$ cat config.mk
export PLATFORM = sky130hd
export DESIGN_NAME = bitmap_set_clear_find_first
export DESIGN_NICKNAME = d
export VERILOG_FILES = /design/src/rtl/bsc_pkg.sv /design/src/rtl/bsc_ram.sv /design/src/rtl/bsc_word_unit.sv /design/src/rtl/bitmap_set_clear_find_first.sv
export SDC_FILE = /design/constraint.sdc
export NUM_CORES = 2
export LEC_CHECK = 0
export CAP_MARGIN = 10
export CORE_MARGIN = 2
export CORE_UTILIZATION = 55
export DETAILED_ROUTE_END_ITERATION = 10
export DONT_BUFFER_PORTS = 1
export HOLD_SLACK_MARGIN = 0.05
export PLACE_DENSITY = 0.7
export SLEW_MARGIN = 20
export SYNTH_ARGS = -nofsm -noshare
export SYNTH_HDL_FRONTEND = slang
export SYNTH_SLANG_ARGS = --single-unit
$ cat constraint.sdc
create_clock -name i_clk -period 9.9 [get_ports i_clk]
set_input_delay 2.475 -clock i_clk [delete_from_list [all_inputs] [get_ports i_clk]]
set_output_delay 2.475 -clock i_clk [all_outputs]
set_load 0.02 [all_outputs]
$ cat src/rtl/bsc_pkg.sv
// ----------------------------------------------------------------------------
// bsc_pkg
// Shared types and constants for the bit array with set, clear, test and
// find-first-set / find-first-zero.
// ----------------------------------------------------------------------------
package bsc_pkg;

    localparam int IDX_W  = 12;
    localparam int CNT_W  = 13;
    localparam int OP_W   = 3;
    localparam int BASE_W = 14;

    localparam logic [CNT_W-1:0] CNT_RESET = 13'd4096;

    typedef enum logic [OP_W-1:0] {
        OP_SET        = 3'd0,
        OP_CLEAR      = 3'd1,
        OP_TEST       = 3'd2,
        OP_FIND_SET   = 3'd3,
        OP_FIND_ZERO  = 3'd4
    } t_opcode;

    typedef enum logic [1:0] {
        ST_IDLE = 2'd0,
        ST_BIT  = 2'd1,
        ST_SCAN = 2'd2
    } t_state;

endpackage

$ cat src/rtl/bsc_ram.sv
// ----------------------------------------------------------------------------
// bsc_ram
// Generic single-write, single-read RAM with registered read data.
// ----------------------------------------------------------------------------
module bsc_ram #(
    parameter int WIDTH = 32,
    parameter int DEPTH = 128
) (
    input  logic                             i_clk,
    input  logic                             i_we,
    input  logic [$clog2(DEPTH > 1 ? DEPTH : 2)-1:0] i_waddr,
    input  logic [WIDTH-1:0]                 i_wdata,
    input  logic [$clog2(DEPTH > 1 ? DEPTH : 2)-1:0] i_raddr,
    output logic [WIDTH-1:0]                 o_rdata
);

    logic [WIDTH-1:0] r_mem [DEPTH];
    logic [WIDTH-1:0] r_rdata;

    always_ff @(posedge i_clk) begin
        if (i_we) begin
            r_mem[i_waddr] <= i_wdata;
        end
        r_rdata <= r_mem[i_raddr];
    end

    assign o_rdata = r_rdata;

endmodule

$ cat src/rtl/bsc_word_unit.sv
// ----------------------------------------------------------------------------
// bsc_word_unit
// Shared word unit: bit update and test for single-bit ops, masked lowest
// match search for one word of a find scan.
// ----------------------------------------------------------------------------
module bsc_word_unit #(
    parameter int WORD_BITS = 32
) (
    input  logic [WORD_BITS-1:0]             i_word,
    input  logic [bsc_pkg::BASE_W-1:0]       i_base,
    input  logic [bsc_pkg::CNT_W-1:0]        i_count,
    input  logic                             i_match_one,
    input  logic [$clog2(WORD_BITS)-1:0]     i_bit_off,
    input  logic                             i_bit_set,
    output logic                             o_hit,
    output logic [$clog2(WORD_BITS)-1:0]     o_hit_pos,
    output logic                             o_last,
    output logic [WORD_BITS-1:0]             o_new_word,
    output logic                             o_bit
);

    localparam int BW = $clog2(WORD_BITS);

    logic [bsc_pkg::BASE_W-1:0] rem;
    logic [WORD_BITS-1:0]       mask;
    logic [WORD_BITS-1:0]       cand;

    assign rem    = {1'b0, i_count} - i_base;
    assign o_last = (rem <= bsc_pkg::BASE_W'(WORD_BITS));

    always_comb begin
        for (int j = 0; j < WORD_BITS; j++) begin
            mask[j] = (bsc_pkg::BASE_W'(j) < rem);
        end
    end

    assign cand  = (i_match_one ? i_word : ~i_word) & mask;
    assign o_hit = |cand;

    // lowest set bit of the candidates
    always_comb begin
        o_hit_pos = '0;
        for (int j = WORD_BITS - 1; j >= 0; j--) begin
            if (cand[j]) begin
                o_hit_pos = BW'(j);
            end
        end
    end

    always_comb begin
        o_new_word            = i_word;
        o_new_word[i_bit_off] = i_bit_set;
    end

    assign o_bit = i_word[i_bit_off];

endmodule

$ cat src/rtl/bitmap_set_clear_find_first.sv
// ----------------------------------------------------------------------------
// bitmap_set_clear_find_first
// Bit array with set, clear, test, find first set and find first zero.
// Sequence: in-range set, clear and test pass through ST_BIT before o_done;
// out-of-range and unknown ops strobe o_done straight from ST_IDLE; a find
// scans one word per ST_SCAN step up to a hit or the last in-use word.
// Throughput: one op at a time; the next start is taken in the o_done cycle.
// Synchronous reset clears per-row valid flags (store reads as all zeros)
// and sets the in-use count to 4096; the receiver cannot stall.
// ----------------------------------------------------------------------------
module bitmap_set_clear_find_first #(
    parameter int MAX_BITS  = 4096,
    parameter int WORD_BITS = 32
) (
    input  logic                          i_clk,
    input  logic                          i_rst_n,
    input  logic                          start,
    output logic                          busy,
    input  logic [bsc_pkg::OP_W-1:0]      i_opcode,
    input  logic [bsc_pkg::IDX_W-1:0]     i_bit_addr,
    input  logic                          i_cfg_valid,
    output logic                          o_cfg_ready,
    input  logic [bsc_pkg::CNT_W-1:0]     i_cfg_data,
    output logic                          o_done,
    output logic                          o_ok,
    output logic                          o_bit_value,
    output logic [bsc_pkg::IDX_W-1:0]     o_found_index
);

    localparam int DEPTH = (MAX_BITS + WORD_BITS - 1) / WORD_BITS;
    localparam int AW    = $clog2(DEPTH > 1 ? DEPTH : 2);
    localparam int BW    = $clog2(WORD_BITS);

    bsc_pkg::t_state                r_state, n_state;
    logic [bsc_pkg::OP_W-1:0]       r_op, n_op;
    logic [AW-1:0]                  r_word, n_word;
    logic [BW-1:0]                  r_off, n_off;
    logic [bsc_pkg::BASE_W-1:0]     r_base, n_base;
    logic [bsc_pkg::CNT_W-1:0]      r_count, n_count;
    logic [bsc_pkg::CNT_W-1:0]      r_cfg_count;
    logic                           r_rd_vld;
    logic [DEPTH-1:0]               r_row_vld;
    logic                           r_done, n_done;
    logic                           r_ok, n_ok;
    logic                           r_bit_value, n_bit_value;
    logic [bsc_pkg::IDX_W-1:0]      r_found_index, n_found_index;

    logic                           accept;
    logic [bsc_pkg::CNT_W-1:0]      live;
    logic                           in_range;
    logic                           is_find;
    logic                           is_bit_op;
    logic [31:0]                    idx_word_full;
    logic [31:0]                    idx_off_full;
    logic [AW-1:0]                  rd_addr;
    logic                           we;
    logic [WORD_BITS-1:0]           ram_q;
    logic [WORD_BITS-1:0]           eff_word;
    logic                           u_hit;
    logic [BW-1:0]                  u_hit_pos;
    logic                           u_last;
    logic [WORD_BITS-1:0]           u_new_word;
    logic                           u_bit;
    logic [bsc_pkg::BASE_W-1:0]     hit_index;

    assign busy        = (r_state != bsc_pkg::ST_IDLE);
    assign accept      = start & ~busy;
    assign o_cfg_ready = 1'b1;

    assign live = ({19'b0, r_cfg_count} > 32'(MAX_BITS)) ? bsc_pkg::CNT_W'(MAX_BITS)
                                                         : r_cfg_count;
    assign in_range = ({1'b0, i_bit_addr} < live);

    assign is_find   = (i_opcode == bsc_pkg::OP_FIND_SET) ||
                       (i_opcode == bsc_pkg::OP_FIND_ZERO);
    assign is_bit_op = (i_opcode == bsc_pkg::OP_SET) || (i_opcode == bsc_pkg::OP_CLEAR) ||
                       (i_opcode == bsc_pkg::OP_TEST);

    assign idx_word_full = {20'b0, i_bit_addr} / WORD_BITS;
    assign idx_off_full  = {20'b0, i_bit_addr} % WORD_BITS;

    assign eff_word  = r_rd_vld ? ram_q : '0;
    assign hit_index = r_base + bsc_pkg::BASE_W'(u_hit_pos);

    bsc_ram #(
        .WIDTH (WORD_BITS),
        .DEPTH (DEPTH)
    ) u_store (
        .i_clk   (i_clk),
        .i_we    (we),
        .i_waddr (r_word),
        .i_wdata (u_new_word),
        .i_raddr (rd_addr),
        .o_rdata (ram_q)
    );

    bsc_word_unit #(
        .WORD_BITS (WORD_BITS)
    ) u_unit (
        .i_word      (eff_word),
        .i_base      (r_base),
        .i_count     (r_count),
        .i_match_one (r_op == bsc_pkg::OP_FIND_SET),
        .i_bit_off   (r_off),
        .i_bit_set   (r_op == bsc_pkg::OP_SET),
        .o_hit       (u_hit),
        .o_hit_pos   (u_hit_pos),
        .o_last      (u_last),
        .o_new_word  (u_new_word),
        .o_bit       (u_bit)
    );

    // next state
    always_comb begin
        n_state = r_state;
        case (r_state)
            bsc_pkg::ST_IDLE: begin
                if (accept) begin
                    if (is_find) begin
                        n_state = bsc_pkg::ST_SCAN;
                    end else if (is_bit_op && in_range) begin
                        n_state = bsc_pkg::ST_BIT;
                    end
                end
            end
            bsc_pkg::ST_BIT: begin
                n_state = bsc_pkg::ST_IDLE;
            end
            bsc_pkg::ST_SCAN: begin
                if (u_hit || u_last) begin
                    n_state = bsc_pkg::ST_IDLE;
                end
            end
            default: begin
                n_state = bsc_pkg::ST_IDLE;
            end
        endcase
    end

    // datapath and outputs
    always_comb begin
        n_op          = r_op;
        n_word        = r_word;
        n_off         = r_off;
        n_base        = r_base;
        n_count       = r_count;
        n_done        = 1'b0;
        n_ok          = r_ok;
        n_bit_value   = r_bit_value;
        n_found_index = r_found_index;
        rd_addr       = '0;
        we            = 1'b0;
        case (r_state)
            bsc_pkg::ST_IDLE: begin
                if (accept) begin
                    n_op    = i_opcode;
                    n_count = live;
                    n_base  = '0;
                    n_off   = idx_off_full[BW-1:0];
                    n_word  = is_find ? '0 : idx_word_full[AW-1:0];
                    rd_addr = n_word;
                    if (!is_find && !(is_bit_op && in_range)) begin
                        n_done        = 1'b1;
                        n_ok          = 1'b0;
                        n_bit_value   = 1'b0;
                        n_found_index = '0;
                    end
                end
            end
            bsc_pkg::ST_BIT: begin
                we            = (r_op == bsc_pkg::OP_SET) || (r_op == bsc_pkg::OP_CLEAR);
                n_done        = 1'b1;
                n_ok          = 1'b1;
                n_bit_value   = (r_op == bsc_pkg::OP_TEST) ? u_bit : 1'b0;
                n_found_index = '0;
            end
            bsc_pkg::ST_SCAN: begin
                if (u_hit) begin
                    n_done        = 1'b1;
                    n_ok          = 1'b1;
                    n_bit_value   = 1'b0;
                    n_found_index = hit_index[bsc_pkg::IDX_W-1:0];
                end else if (u_last) begin
                    n_done        = 1'b1;
                    n_ok          = 1'b0;
                    n_bit_value   = 1'b0;
                    n_found_index = '0;
                end else begin
                    n_word  = r_word + AW'(1);
                    n_base  = r_base + bsc_pkg::BASE_W'(WORD_BITS);
                    rd_addr = n_word;
                end
            end
            default: begin
                rd_addr = '0;
            end
        endcase
    end

    always_ff @(posedge i_clk) begin
        if (!i_rst_n) begin
            r_state     <= bsc_pkg::ST_IDLE;
            r_done      <= 1'b0;
            r_rd_vld    <= 1'b0;
            r_row_vld   <= '0;
            r_cfg_count <= bsc_pkg::CNT_RESET;
        end else begin
            r_state  <= n_state;
            r_done   <= n_done;
            r_rd_vld <= r_row_vld[rd_addr];
            if (we) begin
                r_row_vld[r_word] <= 1'b1;
            end
            if (i_cfg_valid) begin
                r_cfg_count <= i_cfg_data;
            end
        end
    end

    always_ff @(posedge i_clk) begin
        r_op          <= n_op;
        r_word        <= n_word;
        r_off         <= n_off;
        r_base        <= n_base;
        r_count       <= n_count;
        r_ok          <= n_ok;
        r_bit_value   <= n_bit_value;
        r_found_index <= n_found_index;
    end

    assign o_done        = r_done;
    assign o_ok          = r_ok;
    assign o_bit_value   = r_bit_value;
    assign o_found_index = r_found_index;

endmodule
==> summary.txt <==
Synthesis
  • Synth warn: 0
  • EDFF count, synth: 4147
  • Synthesized Nets: 9787
  • Count of cell types in the netlist: 84
  • Mapped cell area: 0.170 mm2
  • Syn avg cell area: approximately 17 um2
  • Main synth FF type: edfxtp_1
  • Register bit total from synthesis: about 4.3k
  • Synth top area share: 0.733
  • Top-count cell post-synth: edfxtp_1
  • Seq/Total Area, Yosys: 0.753
  • Synth top area cells: edfxtp_1, mux4_2, mux2i_1
  • Commonest cells in the netlist: edfxtp_1, nand2_1, mux2i_1
  • Synthesized instance count: 9728
  • Asr flop ratio synth: 0
  • Post-synth top area cell: edfxtp_1

Drt
  • # DRC: 0
  • Iteration-0 DRC Markers: 16.0k
  • Vias per inst: 6.76
  • First-pass DRT Iterations: 6
  • Final wirelength: 489000 um
  • Via Count: 97.5k
  • ANT nets after route: 0
  • DR WL/cell: 33.9 um

CTS
  • H-tree Lvls: 5
  • CTS tree: yes
  • Clock Tree Root: clkbuf_16
  • Sink Count: 4324
  • CTS Hold Bufs: 0
  • CTS buffer count: 421
  • Postcts setup bufs: 0
  • Clock-pin slew on the worst setup and hold paths: approximately 0.060 ns
  • Post-cts resize count: 0
  • Buffer levels on the longest clock path: 4
  • Clock latency on the worst-skew pair: 1.00 ns

Placed design
  • Port Buffers: 0
  • HPWL Detailed: 270000 um
  • Final GP Congestion: 0.926

Die
  • Total core area: 0.308 mm2
  • Die W: 560 um
  • Chip height: 560 um
  • # IOs: 49
  • Initial cell density of the core: 0.552
  • Number of cell rows: 204
  • Die Footprint: 0.314 mm2

Pwr
  • Static Leak: 63.8 nW
  • PwrDens: between 200 and 250 mW/mm2
  • Peak supply drop: 0.165 mV

GRT
  • Vias in the first global route: 94.6k
  • Pin count of the biggest net entering global routing: 146
  • GRT Util Overall: 0.307
  • GRT overflow: 0
  • Initial antenna violation count: 46
  • First-pass GRT wire length: a little under 700000 um

Final layout
  • # fillers: 21.0k
  • Fin nets: 9976
  • Layout cells sized above 1: 0.182
  • Fin util: 0.623
  • Area grow syn2layout: 13.0%

Timing
  • Sum Neg Setup Slack: 0 ns
  • Clock period minus worst slack: 7.66 ns
  • Fin. Hold Viols: 0
  • Final setup violation count: 0
  • Worst-Margin Slew: 1.34 ns
  • Max-slew violations: 0
  • Tcrit/Tclk final: 0.774
  • Final Skew: 0.0783 ns
  • Max Clk Rate: 0.131 GHz
  • Slew margin rel.: 0.0926
  • RSZ-0062 raised after global routing: no

Critical path
  • Critical Path Start Type: flip-flop
  • Worst path required time: between 10 and 15 ns
  • Max stage delay on crit path: 1.01 ns
  • CP Class: flip-flop to flip-flop
  • CP Data Arrival Time: 8.59 ns
  • Setup crit end kind: flip-flop
  • CP Max Fanout: 52
  • CP Cell Sequence: ha_1, o211ai_2, a221oi_1, a41o_1, or4_1, o41ai_1, or4_1, o21a_4, buf_4, buf_4, mux2i_1, a32oi_1, a21oi_1, nor4b_2, or4_1
  • Slowest-stage cell, CP: nor4b_2
  • Crit path top cell by count: or4_1

Hold path
  • Hold WC Path Type: flip-flop to flip-flop

Status
  • Status: finished clean

Job
  • Max-Cap Viols: 0
-- metrics by stage --
stage	power [mW]	hold WS [ns]	instance area (um2)	setup WS, ns	cells
global placement	23.7	0.441	177000	1.46	13600
CTS	39.6	0.462	192000	2.45	14400
global route	40.6	0.477	192000	2.11	14400
finish	39.6	0.462	192000	2.24	14400
detailed placement	23.8	0.448	178000	2.22	13600
floorplan	22.7	0.435	170000	2.14	9728
-- registers in the layout, summed over array words and instances, names as in the netlist --
| signal | cells |
|---|---|
| u_store.r_mem | 4096 |
| r_row_vld | 128 |
| u_store.o_rdata | 32 |
| r_cfg_count | 13 |
| r_count | 13 |
| o_found_index | 12 |
| r_base | 9 |
| r_word | 7 |
| r_off | 5 |
| r_op | 3 |
| r_state | 2 |
| o_bit_value | 1 |
| o_done | 1 |
| o_ok | 1 |
| r_rd_vld | 1 |
-- cell type report --
| cell class | instances | area, um2 | share of cell area |
|---|---|---|---|
| timing repair buffer | 388 | 3510 | 0.0183 |
| inverter | 36 | 135 | 0.000704 |
| antenna | 31 | 77.6 | 0.000404 |
| multi-input combinational | 4746 | 41100 | 0.214 |
| tap | 4120 | 5150 | 0.0268 |
| clock buffer | 553 | 11400 | 0.0593 |
| sequential | 4324 | 128000 | 0.667 |
| clock inverter | 232 | 2510 | 0.0131 |
-- cells in the final DEF, fill, tap and decap left out, drive strengths merged, types with 48 or more instances in the layout --
master  count
nor4b      97
mux4      541
a32oi     385
edfxtp   4147
mux2i     625
dfxtp     177
nor2      214
clkinv    167
inv        48
nand3     179
nand2    1483
buf       388
a21oi     145
nor4       48
a32o      166
a21o       74
a31oi      74
clkbuf    553
o21ai     118
o21a      134
-- metal layers --
layer,GRT usage,part of all wire
met1,0.435,0.37
met3,0.0827,0.14
met5,0,0.00029
met4,0.127,0.046
met2,0.453,0.44
-- where the power goes --
| group | switching [mW] | internal [mW] |
|---|---|---|
| clock | 6.89 | 9.20 |
| combinational | 2.08 | 0.888 |
| sequential | 0.240 | 20.3 |
| total | 9.21 | 30.4 |
-- worst max-delay path: cells and delay by family (launching register included) --
| kind | cells | cell delay [ns] |
|---|---|---|
| AND/OR/NAND/NOR | 4 | 2.39 |
| AO/OA/AOI/OAI | 7 | 2.59 |
| flip-flops | 1 | 0.49 |
| adder cells (fa/ha/maj) | 1 | 0.62 |
| multiplexers | 1 | 0.14 |
| buffers and inverters | 2 | 1.30 |
-- cells by family (layout without fill, tap and decap cells) --
kind of cell / Yosys count / in the layout / share of synthesized area
other: 1 / 32 / 0.0000221
buffers and inverters: 658 / 1209 / 0.0168
AO/OA/AOI/OAI: 1260 / 1260 / 0.0575
multiplexers: 1207 / 1207 / 0.111
AND/OR/NAND/NOR: 2216 / 2216 / 0.0572
adder cells (fa/ha/maj): 28 / 28 / 0.00205
XOR/XNOR: 34 / 34 / 0.00175
flip-flops: 4324 / 4324 / 0.753
-- worst paths after layout --
kind,from,to,slack [ns],depth (start not counted)
worst min register to register,r_row_vld[69],r_row_vld[69],0.46,1
worst max register to register,r_base[5],u_store.o_rdata[10],2.24,15
worst min-delay path,r_row_vld[69],r_row_vld[69],0.46,1
worst max-delay path,r_base[5],u_store.o_rdata[10],2.24,15
(Power assumes the default switching activity.)
